`config.mk`:
```
export PLATFORM = sky130hd
export DESIGN_NAME = selective_repeat_sender_window_unit
export DESIGN_NICKNAME = d
export VERILOG_FILES = /design/src/hdl/srsw_pkg.sv /design/src/hdl/srsw_ram.sv /design/src/hdl/srsw_rslt.sv /design/src/hdl/srsw_ctrl.sv /design/src/hdl/selective_repeat_sender_window_unit.sv
export SDC_FILE = /design/constraint.sdc
export NUM_CORES = 1
export LEC_CHECK = 0
export ABC_AREA = 1
export ABC_CLOCK_PERIOD_IN_PS = 5350
export BUFFER_PORTS_ARGS = -buffer_cell sky130_fd_sc_hd__buf_2
export CAP_MARGIN = 40
export CELL_PAD_IN_SITES_DETAIL_PLACEMENT = 0
export CELL_PAD_IN_SITES_GLOBAL_PLACEMENT = 1
export CORE_ASPECT_RATIO = 0.9
export CORE_MARGIN = 2
export CORE_UTILIZATION = 44
export DETAILED_ROUTE_END_ITERATION = 7
export PLACE_DENSITY = 0.77
export SYNTH_ARGS = -nofsm -noshare
export SYNTH_HDL_FRONTEND = slang
export SYNTH_SLANG_ARGS = --single-unit
```
`constraint.sdc`:
```
create_clock -name i_clk -period 5.35 [get_ports i_clk]
set_clock_uncertainty 0.15 [all_clocks]
set_input_delay 0 -clock i_clk [delete_from_list [all_inputs] [get_ports i_clk]]
set_output_delay 0 -clock i_clk [all_outputs]
set_load 0.01 [all_outputs]
```
`src/hdl/srsw_pkg.sv`:
```
// Shared types and constants of the selective-repeat sender window.
package srsw_pkg;

    localparam int SEQ_W        = 7;
    localparam int BASE_W       = 8;
    localparam int WIN_W        = 6;
    localparam int CNT_W        = 8;
    localparam int KIND_W       = 3;
    localparam int CFG_IDX_W    = 1;
    localparam int CFG_DATA_W   = 8;
    localparam int RESULT_LIMIT = 32;

    localparam logic [WIN_W-1:0] WIN_RESET = 6'd4;
    localparam logic [CNT_W-1:0] CNT_RESET = 8'd0;

    localparam logic OP_ACK  = 1'b0;
    localparam logic OP_SEND = 1'b1;

    typedef enum logic [KIND_W-1:0] {
        KIND_ACK  = 3'd0,
        KIND_NEW  = 3'd1,
        KIND_RETX = 3'd2,
        KIND_IDLE = 3'd3,
        KIND_BAD  = 3'd4
    } t_kind;

    typedef enum logic [CFG_IDX_W-1:0] {
        REG_WINDOW = 1'b0,
        REG_COUNT  = 1'b1
    } t_reg_idx;

    // Result request from the sequencer to the output stage.
    typedef struct packed {
        logic              push;
        logic              fin;
        t_kind             kind;
        logic [SEQ_W-1:0]  seq;
        logic [BASE_W-1:0] base;
        logic              done;
    } t_rslt_req;

endpackage

```
`src/hdl/srsw_ram.sv`:
```
// Generic single-write, single-read RAM with registered read data.
module srsw_ram #(
    parameter int WIDTH = 1,
    parameter int DEPTH = 128
) (
    input  logic                     i_clk,
    input  logic                     i_we,
    input  logic [$clog2(DEPTH)-1:0] i_waddr,
    input  logic [WIDTH-1:0]         i_wdata,
    input  logic [$clog2(DEPTH)-1:0] i_raddr,
    output logic [WIDTH-1:0]         o_rdata
);

    logic [WIDTH-1:0] r_mem [DEPTH];
    logic [WIDTH-1:0] r_rdata;

    always_ff @(posedge i_clk) begin
        if (i_we) begin
            r_mem[i_waddr] <= i_wdata;
        end
        r_rdata <= r_mem[i_raddr];
    end

    assign o_rdata = r_rdata;

endmodule

```
`src/hdl/srsw_rslt.sv`:
```
// Result stage: holds one pending result so the final one can carry last_of_run.
module srsw_rslt (
    input  logic                        i_clk,
    input  logic                        i_rst_n,
    input  srsw_pkg::t_rslt_req         i_req,
    output logic                        o_strobe,
    output logic [srsw_pkg::KIND_W-1:0] o_kind,
    output logic [srsw_pkg::SEQ_W-1:0]  o_seq_out,
    output logic [srsw_pkg::BASE_W-1:0] o_base_now,
    output logic                        o_all_sent,
    output logic                        o_last_of_run
);

    import srsw_pkg::*;

    logic              r_pend_v,  n_pend_v;
    t_kind             r_pend_kind, n_pend_kind;
    logic [SEQ_W-1:0]  r_pend_seq, n_pend_seq;
    logic              r_stb,  n_stb;
    t_kind             r_kind, n_kind;
    logic [SEQ_W-1:0]  r_seq,  n_seq;
    logic [BASE_W-1:0] r_base, n_base;
    logic              r_done, n_done;
    logic              r_last, n_last;

    always_comb begin
        n_pend_v    = r_pend_v;
        n_pend_kind = r_pend_kind;
        n_pend_seq  = r_pend_seq;
        n_stb       = 1'b0;
        n_kind      = r_kind;
        n_seq       = r_seq;
        n_base      = r_base;
        n_done      = r_done;
        n_last      = r_last;
        if (i_req.fin) begin
            // release the held result as the last one, or report an empty round
            n_stb    = 1'b1;
            n_kind   = r_pend_v ? r_pend_kind : KIND_IDLE;
            n_seq    = r_pend_v ? r_pend_seq : '0;
            n_base   = i_req.base;
            n_done   = i_req.done;
            n_last   = 1'b1;
            n_pend_v = 1'b0;
        end else if (i_req.push) begin
            if (r_pend_v) begin
                n_stb  = 1'b1;
                n_kind = r_pend_kind;
                n_seq  = r_pend_seq;
                n_base = i_req.base;
                n_done = i_req.done;
                n_last = 1'b0;
            end
            n_pend_v    = 1'b1;
            n_pend_kind = i_req.kind;
            n_pend_seq  = i_req.seq;
        end
    end

    always_ff @(posedge i_clk) begin
        if (!i_rst_n) begin
            r_pend_v <= 1'b0;
            r_stb    <= 1'b0;
        end else begin
            r_pend_v <= n_pend_v;
            r_stb    <= n_stb;
        end
    end

    always_ff @(posedge i_clk) begin
        r_pend_kind <= n_pend_kind;
        r_pend_seq  <= n_pend_seq;
        r_kind      <= n_kind;
        r_seq       <= n_seq;
        r_base      <= n_base;
        r_done      <= n_done;
        r_last      <= n_last;
    end

    assign o_strobe      = r_stb;
    assign o_kind        = r_kind;
    assign o_seq_out     = r_seq;
    assign o_base_now    = r_base;
    assign o_all_sent    = r_done;
    assign o_last_of_run = r_last;

endmodule

```
`src/hdl/srsw_ctrl.sv`:
```
// Sequencer: walks the ack bitmap through one read port and steps the window pointers.
module srsw_ctrl #(
    parameter int MAX_PACKETS = 128,
    parameter int MAX_WINDOW  = 32
) (
    input  logic                             i_clk,
    input  logic                             i_rst_n,
    input  logic                             i_start,
    input  logic                             i_opcode,
    input  logic [srsw_pkg::SEQ_W-1:0]       i_ack_seq,
    input  logic [srsw_pkg::WIN_W-1:0]       i_win,
    input  logic [srsw_pkg::CNT_W-1:0]       i_cnt,
    output logic                             o_busy,
    output logic                             o_we,
    output logic [$clog2(MAX_PACKETS)-1:0]   o_waddr,
    output logic                             o_wdata,
    output logic [$clog2(MAX_PACKETS)-1:0]   o_raddr,
    input  logic                             i_rdata,
    output srsw_pkg::t_rslt_req              o_req
);

    import srsw_pkg::*;

    localparam int PTR_W     = $clog2(MAX_PACKETS + 1);
    localparam int ADDR_W    = $clog2(MAX_PACKETS);
    localparam int CMP_W     = (PTR_W > CNT_W) ? PTR_W : CNT_W;
    localparam int WIN_LIMIT = (MAX_WINDOW < RESULT_LIMIT) ? MAX_WINDOW : RESULT_LIMIT;
    localparam logic [CMP_W-1:0] CNT_MAX = CMP_W'(MAX_PACKETS);
    localparam logic [WIN_W-1:0] WIN_MAX = WIN_W'(WIN_LIMIT);

    typedef enum logic [6:0] {
        S_IDLE     = 7'b0000001,
        S_WALK_RD  = 7'b0000010,
        S_WALK_CHK = 7'b0000100,
        S_PREP     = 7'b0001000,
        S_SCAN     = 7'b0010000,
        S_NEW      = 7'b0100000,
        S_FIN      = 7'b1000000
    } t_state;

    t_state            r_state, n_state;
    logic [PTR_W-1:0]  r_base, n_base;
    logic [PTR_W-1:0]  r_next, n_next;
    logic [PTR_W-1:0]  r_next_end, n_next_end;
    logic [PTR_W-1:0]  r_idx, n_idx;
    logic              r_chk_v, n_chk_v;
    logic [PTR_W-1:0]  r_chk_seq, n_chk_seq;
    logic [SEQ_W-1:0]  r_seq, n_seq;
    logic              r_done, n_done;

    logic [WIN_W-1:0]  eff_win;
    logic [CMP_W-1:0]  eff_cnt;
    logic [CMP_W-1:0]  cnt_ext;
    logic [CMP_W-1:0]  next_ext;
    logic [CMP_W-1:0]  win_ext;
    logic [CMP_W-1:0]  outst_ext;
    logic [CMP_W-1:0]  room;
    logic [CMP_W-1:0]  left_cnt;
    logic [CMP_W-1:0]  n_new;
    logic [CMP_W-1:0]  next_end_ext;
    logic              can_send;
    logic              done_now;
    logic              issue;

    // effective register values and the size of the coming batch of new sends
    always_comb begin
        if (i_win == '0) begin
            eff_win = WIN_W'(1);
        end else if (i_win > WIN_MAX) begin
            eff_win = WIN_MAX;
        end else begin
            eff_win = i_win;
        end
        cnt_ext      = CMP_W'(i_cnt);
        eff_cnt      = (cnt_ext > CNT_MAX) ? CNT_MAX : cnt_ext;
        next_ext     = CMP_W'(r_next);
        win_ext      = CMP_W'(eff_win);
        outst_ext    = CMP_W'(PTR_W'(r_next - r_base));
        room         = win_ext - outst_ext;
        left_cnt     = eff_cnt - next_ext;
        can_send     = (outst_ext < win_ext) && (next_ext < eff_cnt);
        n_new        = can_send ? ((room < left_cnt) ? room : left_cnt) : '0;
        next_end_ext = next_ext + n_new;
        done_now     = (next_ext >= eff_cnt);
    end

    always_comb begin
        n_state    = r_state;
        n_base     = r_base;
        n_next     = r_next;
        n_next_end = r_next_end;
        n_idx      = r_idx;
        n_chk_v    = r_chk_v;
        n_chk_seq  = r_chk_seq;
        n_seq      = r_seq;
        n_done     = r_done;
        o_we       = 1'b0;
        o_waddr    = '0;
        o_wdata    = 1'b0;
        o_raddr    = r_idx[ADDR_W-1:0];
        o_req.push = 1'b0;
        o_req.fin  = 1'b0;
        o_req.kind = KIND_IDLE;
        o_req.seq  = '0;
        o_req.base = BASE_W'(r_base);
        o_req.done = r_done;
        issue      = 1'b0;

        case (r_state)
            S_IDLE: begin
                if (i_start) begin
                    n_seq = i_ack_seq;
                    if (i_opcode == OP_SEND) begin
                        n_state = S_PREP;
                    end else if (CMP_W'(i_ack_seq) >= next_ext) begin
                        o_req.push = 1'b1;
                        o_req.kind = KIND_BAD;
                        o_req.seq  = i_ack_seq;
                        n_done     = done_now;
                        n_state    = S_FIN;
                    end else begin
                        o_we    = 1'b1;
                        o_waddr = ADDR_W'(i_ack_seq);
                        o_wdata = 1'b1;
                        n_done  = done_now;
                        n_state = S_WALK_RD;
                    end
                end
            end
            S_WALK_RD: begin
                o_raddr = r_base[ADDR_W-1:0];
                if (r_base < r_next) begin
                    n_state = S_WALK_CHK;
                end else begin
                    o_req.push = 1'b1;
                    o_req.kind = KIND_ACK;
                    o_req.seq  = r_seq;
                    n_state    = S_FIN;
                end
            end
            S_WALK_CHK: begin
                if (i_rdata) begin
                    n_base  = r_base + PTR_W'(1);
                    n_state = S_WALK_RD;
                end else begin
                    o_req.push = 1'b1;
                    o_req.kind = KIND_ACK;
                    o_req.seq  = r_seq;
                    n_state    = S_FIN;
                end
            end
            S_PREP: begin
                n_next_end = PTR_W'(next_end_ext);
                n_done     = (next_end_ext >= eff_cnt);
                n_idx      = r_base;
                n_chk_v    = 1'b0;
                n_state    = S_SCAN;
            end
            S_SCAN: begin
                // one read issued per cycle, its bit checked the cycle after
                issue     = (r_idx < r_next);
                n_chk_v   = issue;
                n_chk_seq = r_idx;
                if (issue) begin
                    n_idx = r_idx + PTR_W'(1);
                end
                if (r_chk_v && !i_rdata) begin
                    o_req.push = 1'b1;
                    o_req.kind = KIND_RETX;
                    o_req.seq  = SEQ_W'(r_chk_seq);
                end
                if (!issue && !r_chk_v) begin
                    n_state = (r_next != r_next_end) ? S_NEW : S_FIN;
                end
            end
            S_NEW: begin
                // clear the bit of each freshly sent packet
                o_we       = 1'b1;
                o_waddr    = r_next[ADDR_W-1:0];
                o_wdata    = 1'b0;
                o_req.push = 1'b1;
                o_req.kind = KIND_NEW;
                o_req.seq  = SEQ_W'(r_next);
                n_next     = r_next + PTR_W'(1);
                if (n_next == r_next_end) begin
                    n_state = S_FIN;
                end
            end
            S_FIN: begin
                o_req.fin = 1'b1;
                n_state   = S_IDLE;
            end
            default: begin
                n_state = S_IDLE;
            end
        endcase
    end

    always_ff @(posedge i_clk) begin
        if (!i_rst_n) begin
            r_state <= S_IDLE;
            r_base  <= '0;
            r_next  <= '0;
            r_chk_v <= 1'b0;
            r_done  <= 1'b0;
        end else begin
            r_state <= n_state;
            r_base  <= n_base;
            r_next  <= n_next;
            r_chk_v <= n_chk_v;
            r_done  <= n_done;
        end
    end

    always_ff @(posedge i_clk) begin
        r_next_end <= n_next_end;
        r_idx      <= n_idx;
        r_chk_seq  <= n_chk_seq;
        r_seq      <= n_seq;
    end

    assign o_busy = (r_state != S_IDLE);

endmodule

```
`src/hdl/selective_repeat_sender_window_unit.sv`:
```
// Top level of the selective-repeat ARQ sender window.
//
// Usage:
//   Command channel: drive opcode and ack_seq with start; the item transfers at a
//   clock edge where start is high and busy is low. busy stays high until every
//   result of the item has been issued.
//   Result channel: each result shows for one cycle with o_strobe high; the
//   receiver cannot stall, so results go out back to back where the work allows.
//   The last result of an item carries o_last_of_run.
//   Config channel: i_cfg_valid/o_cfg_ready with i_cfg_index and i_cfg_data;
//   ready is always high. Write registers only while busy is low.
// Sequence (the single read port of the ack bitmap RAM orders these steps):
//   bad ack:     busy only in S_FIN; the held result is released from there.
//   good ack:    the bit is written, then each entry the window base moves over
//                is read and checked, plus a check of the unacknowledged entry
//                where the walk stops, then S_FIN. send round: S_PREP, a read and
//                check of each outstanding entry, S_NEW per new send, then S_FIN.
// Reset: synchronous, active low. Window base and next sequence go to zero,
//   window_size to 4, packet_count to 0. The bitmap needs no clearing pass:
//   entries are written when packets are sent; entries above next stay unread.
module selective_repeat_sender_window_unit #(
    parameter int MAX_PACKETS = 128,
    parameter int MAX_WINDOW  = 32
) (
    input  logic                            i_clk,
    input  logic                            i_rst_n,
    input  logic                            start,
    output logic                            busy,
    input  logic                            i_opcode,
    input  logic [srsw_pkg::SEQ_W-1:0]      i_ack_seq,
    output logic                            o_strobe,
    output logic [srsw_pkg::KIND_W-1:0]     o_kind,
    output logic [srsw_pkg::SEQ_W-1:0]      o_seq_out,
    output logic [srsw_pkg::BASE_W-1:0]     o_base_now,
    output logic                            o_all_sent,
    output logic                            o_last_of_run,
    input  logic                            i_cfg_valid,
    output logic                            o_cfg_ready,
    input  logic [srsw_pkg::CFG_IDX_W-1:0]  i_cfg_index,
    input  logic [srsw_pkg::CFG_DATA_W-1:0] i_cfg_data
);

    import srsw_pkg::*;

    localparam int ADDR_W = $clog2(MAX_PACKETS);

    logic [WIN_W-1:0]  r_win;
    logic [CNT_W-1:0]  r_cnt;
    logic              ram_we;
    logic [ADDR_W-1:0] ram_waddr;
    logic              ram_wdata;
    logic [ADDR_W-1:0] ram_raddr;
    logic              ram_rdata;
    t_rslt_req         rslt_req;

    // config registers: always ready, take effect on the next item
    assign o_cfg_ready = 1'b1;

    always_ff @(posedge i_clk) begin
        if (!i_rst_n) begin
            r_win <= WIN_RESET;
            r_cnt <= CNT_RESET;
        end else if (i_cfg_valid) begin
            case (t_reg_idx'(i_cfg_index))
                REG_WINDOW: r_win <= i_cfg_data[WIN_W-1:0];
                REG_COUNT:  r_cnt <= i_cfg_data[CNT_W-1:0];
                default: begin
                    r_win <= r_win;
                end
            endcase
        end
    end

    // sequencer: base walk, retransmit scan and new-send issue share one read port
    srsw_ctrl #(
        .MAX_PACKETS (MAX_PACKETS),
        .MAX_WINDOW  (MAX_WINDOW)
    ) u_ctrl (
        .i_clk     (i_clk),
        .i_rst_n   (i_rst_n),
        .i_start   (start),
        .i_opcode  (i_opcode),
        .i_ack_seq (i_ack_seq),
        .i_win     (r_win),
        .i_cnt     (r_cnt),
        .o_busy    (busy),
        .o_we      (ram_we),
        .o_waddr   (ram_waddr),
        .o_wdata   (ram_wdata),
        .o_raddr   (ram_raddr),
        .i_rdata   (ram_rdata),
        .o_req     (rslt_req)
    );

    // one acknowledged bit per packet
    srsw_ram #(
        .WIDTH (1),
        .DEPTH (MAX_PACKETS)
    ) u_ack_map (
        .i_clk   (i_clk),
        .i_we    (ram_we),
        .i_waddr (ram_waddr),
        .i_wdata (ram_wdata),
        .i_raddr (ram_raddr),
        .o_rdata (ram_rdata)
    );

    // hold back one result so the final one can be marked
    srsw_rslt u_rslt (
        .i_clk         (i_clk),
        .i_rst_n       (i_rst_n),
        .i_req         (rslt_req),
        .o_strobe      (o_strobe),
        .o_kind        (o_kind),
        .o_seq_out     (o_seq_out),
        .o_base_now    (o_base_now),
        .o_all_sent    (o_all_sent),
        .o_last_of_run (o_last_of_run)
    );

    // the run ends with a marked result as busy drops
    a_fin_marks_last: assert property (@(posedge i_clk) disable iff (!i_rst_n)
        $past(i_rst_n) && $fell(busy) |-> o_strobe && o_last_of_run)
        else $error("busy dropped without a final result");

    // a result seen while idle must be the final one of its run
    a_idle_only_last: assert property (@(posedge i_clk) disable iff (!i_rst_n)
        o_strobe && !busy |-> o_last_of_run)
        else $error("non-final result while idle");

    // back-to-back new sends carry ascending sequence numbers
    a_new_ascend: assert property (@(posedge i_clk) disable iff (!i_rst_n)
        o_strobe && (o_kind == KIND_NEW) && $past(o_strobe) && ($past(o_kind) == KIND_NEW)
        |-> o_seq_out == $past(o_seq_out) + 7'd1)
        else $error("new sends out of order");

endmodule
```
==> parameters.txt <==
Parameter                              Value

Run status
  Run status ... complete, but fails checks
  Violated checks ... negative setup slack

Clock tree
  Clock sink count ... 230
  Skew-Pair Late Insertion Delay ... 550 ps
  Clock slew at the register clock pins of the worst setup and hold paths ... 60 ps
  Bufs on Longest Clock Path ... 3
  CTS Buf Count ... 26
  CTS root buf ... sky130_fd_sc_hd__clkbuf_16
  CTS H-Tree Depth ... 1
  TritonCTS clock tree ... built

Critical path
  Total buffers and inverters traversed by the critical path ... 6
  Worst setup path category ... reg -> reg
  Cell class contributing the biggest share of worst-path delay ... adder cells
  Required time of the worst setup path ... about 5700 ps
  Crit. End Element ... register
  Maximum fanout count along the critical path ... 8
  Slowest stage cell, crit path ... sky130_fd_sc_hd__fa_2
  Critical path startpoint category ... register
  Slowest cell delay on critical path ... around 410 ps
  Crit path arrival time ... between 6000 and 7000 ps

Place
  Placed inst area ... about 0.014 mm²
  Placer congestion estimate ... 0.870
  Count of buffers from port buffering ... between 40 and 50
  Setup slack at placement ... -406 ps
  Detailed-placement wirelength estimate ... between 20000 and 25000 µm
  Number of cells after detailed placement ... 1998

Global route
  Via count of the first global-routing pass ... just over 10000
  GRT Residual Overflow ... 0
  First-pass GRT wire length ... 53800 µm
  Antenna violations before repair ... 0
  Global-route total usage across every layer ... between 20% and 30%
  Largest net degree at the start of global routing ... approximately 110

Route
  Total wire length after detailed routing ... between 30000 and 40000 µm
  Routed length per placed instance ... approximately 16 µm
  Drt pass-1 iters ... 5
  Count of nets left with antenna violations after detail routing ... 0
  Detailed-route via count ... between 10000 and 15000
  DRC violation count after routing ... 0
  Via-to-Cell Ratio ... about 5.0
  Count of routing violations after the opening detailed-route iteration ... 864

Synth
  Yosys warnings ... 0
  Mean instance size in the synthesized netlist ... 8.56 µm²
  Post-Synthesis Net Count ... around 1600
  Share of flip-flops with an asynchronous set or reset after synthesis ... 0%
  Post-synthesis register bit count ... 230
  Number of enable-type register cells in the synthesized netlist ... 187
  Count of mapped cells out of synthesis ... around 1500
  Post-synth design cell area ... 0.0129 mm²
  Cells taking the most area after synthesis ... sky130_fd_sc_hd__edfxtp_1, sky130_fd_sc_hd__nand2_1, sky130_fd_sc_hd__inv_1
  Share of synthesized area occupied by flip-flops and latches ... around half
  Post-synth top area cell ... sky130_fd_sc_hd__edfxtp_1
  Number of unique standard cell types used by synthesis ... 49
  Area share of the largest cell type after synthesis ... a little over two fifths
  Post-synth top flop ... sky130_fd_sc_hd__edfxtp_1

STA
  Worst-case headroom to the max-slew limit ... 37.2%
  Transition time of the tightest slew-check pin ... between 900 and 1000 ps
  Worst setup slack after layout ... -550 ps
  Setup repair after global routing missed its margin ... true
  Number of hold violations in the final report ... 0
  FMAX ... between 150 and 200 MHz
  Total of endpoints with negative setup slack in the final report ... 1
  Final Slew Violations ... 0
  Period Utilization, post-route ... 110%
  Post-route minimum period ... ~5900 ps

Floorplanning
  FP Rows ... a little under 60
  Vert. Die Dim ... between 150 and 200 µm
  Initial core utilization ... 44.6%
  Number of top-level pins ... 44
  Floorplan Core Area ... a little under 0.03 mm²
  Chip width ... 184 µm
  Die outline area ... slightly above 0.03 mm²

Finish
  Growth of design area from synthesis to finish ... 21.5%
  Commonest non-fill, non-tap cell in the layout ... sky130_fd_sc_hd__nand2_1
  Fill cell total of the finished layout ... approximately 2700
  Number of cells in the finished layout apart from fillers ... about 2100
  Layout Cell Area excl Fill ... approximately 0.016 mm²
  Top library cells by usage in the layout, fill and taps aside ... sky130_fd_sc_hd__nand2_1, sky130_fd_sc_hd__inv_1, sky130_fd_sc_hd__nor2_1, sky130_fd_sc_hd__edfxtp_1, sky130_fd_sc_hd__nand3_1
  Layout cells sized above 1 ... between 15 and 20%
  Fin nets ... around 1800
  Diode count ... 0

Power
  Worst supply voltage drop on vdd ... ~0.00022 V
  Total net switching power ... 1.21 mW
  Leakage power figure ... slightly below 7 nW
  PwrDens ... between 200 and 300 mW/mm²
  Internal Dissipation ... between 3 and 4 mW
  Part of the power in registers ... between 40 and 50%
  Clock Power Share ... a little under two fifths
  Net switching share of the total power ... between 20% and 30%
  Part of the power in combinational logic ... a little under a fifth

Min path
  Worst Hold Class ... in -> reg

Run
  Max-cap viol count ... 0
==> area by class of cell <==
cell class	instances	area (µm²)	share of cell area [%]
clock buffer	33	677	4.33
clock inverter	12	150	0.961
inverter	254	953	6.10
multi-input combinational	979	5410	34.6
sequential	230	6480	41.5
tap	396	495	3.17
timing repair buffer	186	1460	9.34
==> worst reg2reg max path, delay by kind of cell (launching register included) <==
kind	cells	cell delay, ps
AO/OA/AOI/OAI	11	1560
adder cells (fa/ha/maj)	6	1870
XOR/XNOR	3	450
buffers and inverters	6	490
AND/OR/NAND/NOR	10	990
flip-flops	1	360
==> flip-flops by register name, summed over array words and instances (netlist names) <==
register              cells
u_ctrl.r_base             8
r_win                     6
u_rslt.r_pend_kind        3
u_ctrl.r_idx              8
u_rslt.r_pend_v           1
u_ctrl.r_next_end         8
u_ack_map.r_mem         128
r_cnt                     8
u_rslt.o_kind             3
u_ctrl.r_done             1
u_rslt.r_pend_seq         7
u_rslt.o_all_sent         1
u_ctrl.next_ext           8
u_rslt.o_seq_out          7
u_ctrl.r_seq              7
u_rslt.o_last_of_run      1
u_rslt.o_strobe           1
u_ctrl.r_chk_v            1
u_ack_map.o_rdata         1
u_ctrl.r_state            7
u_ctrl.r_chk_seq          7
u_rslt.o_base_now         8
==> routing by layer <==
metal	vias up	share of wire [%]	track usage [%]
met5	-	0	0
met4	0	1.8	4.59
met3	42	5.4	2.96
met2	227	47	37.6
met1	4989	45	31.3
li1	5285	-	-
==> power groups by stage <==
stage / registers, mW / logic [mW] / clock network [mW]
after global placement: 2.04 / 0.670 / 0
final: 2.00 / 0.836 / 1.75
after detailed placement: 2.04 / 0.682 / 0
after CTS: 2.00 / 0.726 / 1.78
after global routing: 2.00 / 0.922 / 1.86
after floorplan: 2.03 / 0.446 / 0
==> through the flow <==
stage / hold slack, ps / power, mW / setup TNS, ps / utilization [%]
detailed placement: 93.3 / 2.72 / -406 / 49.2
global placement: 89.5 / 2.70 / -246 / 49.0
floorplan: -51.1 / 2.48 / -197 / -
CTS: 34.1 / 4.50 / -345 / 53.6
finish: 31.3 / 4.59 / -550 / 54.1
global route: 63.6 / 4.78 / -1150 / 54.1
==> synthesized netlist by cell type (3+ instances only) <==
library cell / instances
sky130_fd_sc_hd__a211oi_1: 8
sky130_fd_sc_hd__a21oi_1: 65
sky130_fd_sc_hd__buf_2: 25
sky130_fd_sc_hd__clkbuf_1: 12
sky130_fd_sc_hd__dfxtp_1: 43
sky130_fd_sc_hd__edfxtp_1: 187
sky130_fd_sc_hd__fa_1: 4
sky130_fd_sc_hd__ha_1: 61
sky130_fd_sc_hd__inv_1: 242
sky130_fd_sc_hd__inv_2: 10
sky130_fd_sc_hd__nand2_1: 284
sky130_fd_sc_hd__nand2_2: 7
sky130_fd_sc_hd__nand3_1: 153
sky130_fd_sc_hd__nand3_2: 6
sky130_fd_sc_hd__nand3b_1: 6
sky130_fd_sc_hd__nand4_1: 12
sky130_fd_sc_hd__nor2_1: 203
sky130_fd_sc_hd__nor2_2: 4
sky130_fd_sc_hd__nor3_1: 19
sky130_fd_sc_hd__nor4_1: 7
sky130_fd_sc_hd__o2111ai_1: 8
sky130_fd_sc_hd__o211ai_1: 8
sky130_fd_sc_hd__o21ai_0: 47
sky130_fd_sc_hd__o21ai_1: 3
sky130_fd_sc_hd__o21ai_2: 4
sky130_fd_sc_hd__or2_2: 6
sky130_fd_sc_hd__xnor2_1: 16
sky130_fd_sc_hd__xor2_1: 24
==> worst paths after layout <==
check                             from              endpoint  slack, ps  cells after the start
hold reg to reg   u_rslt.o_last_of_run  u_rslt.o_last_of_run        290                      2
hold / removal             i_cfg_valid              r_cnt[2]         30                      5
setup reg to reg      u_ctrl.r_base[0]         u_ctrl.r_done       -550                     36
setup / recovery      u_ctrl.r_base[0]         u_ctrl.r_done       -550                     36
==> repair_timing <==
item	CTS	global route
gates cloned	0	1
hold buffers	41	0
pin swaps	3	20
setup endpoints to repair	1	3
hold endpoints to repair	59	0
gates resized for setup	6	27
setup buffers	1	4
==> cells by family after synthesis <==
kind of cell             synth area share, %
XOR/XNOR                                2.72
adder cells (fa/ha/maj)                 6.56
AND/OR/NAND/NOR                         24.3
other                                 0.0292
AO/OA/AOI/OAI                           7.19
buffers and inverters                   8.82
flip-flops                              50.4
(Power assumes the default switching activity.)
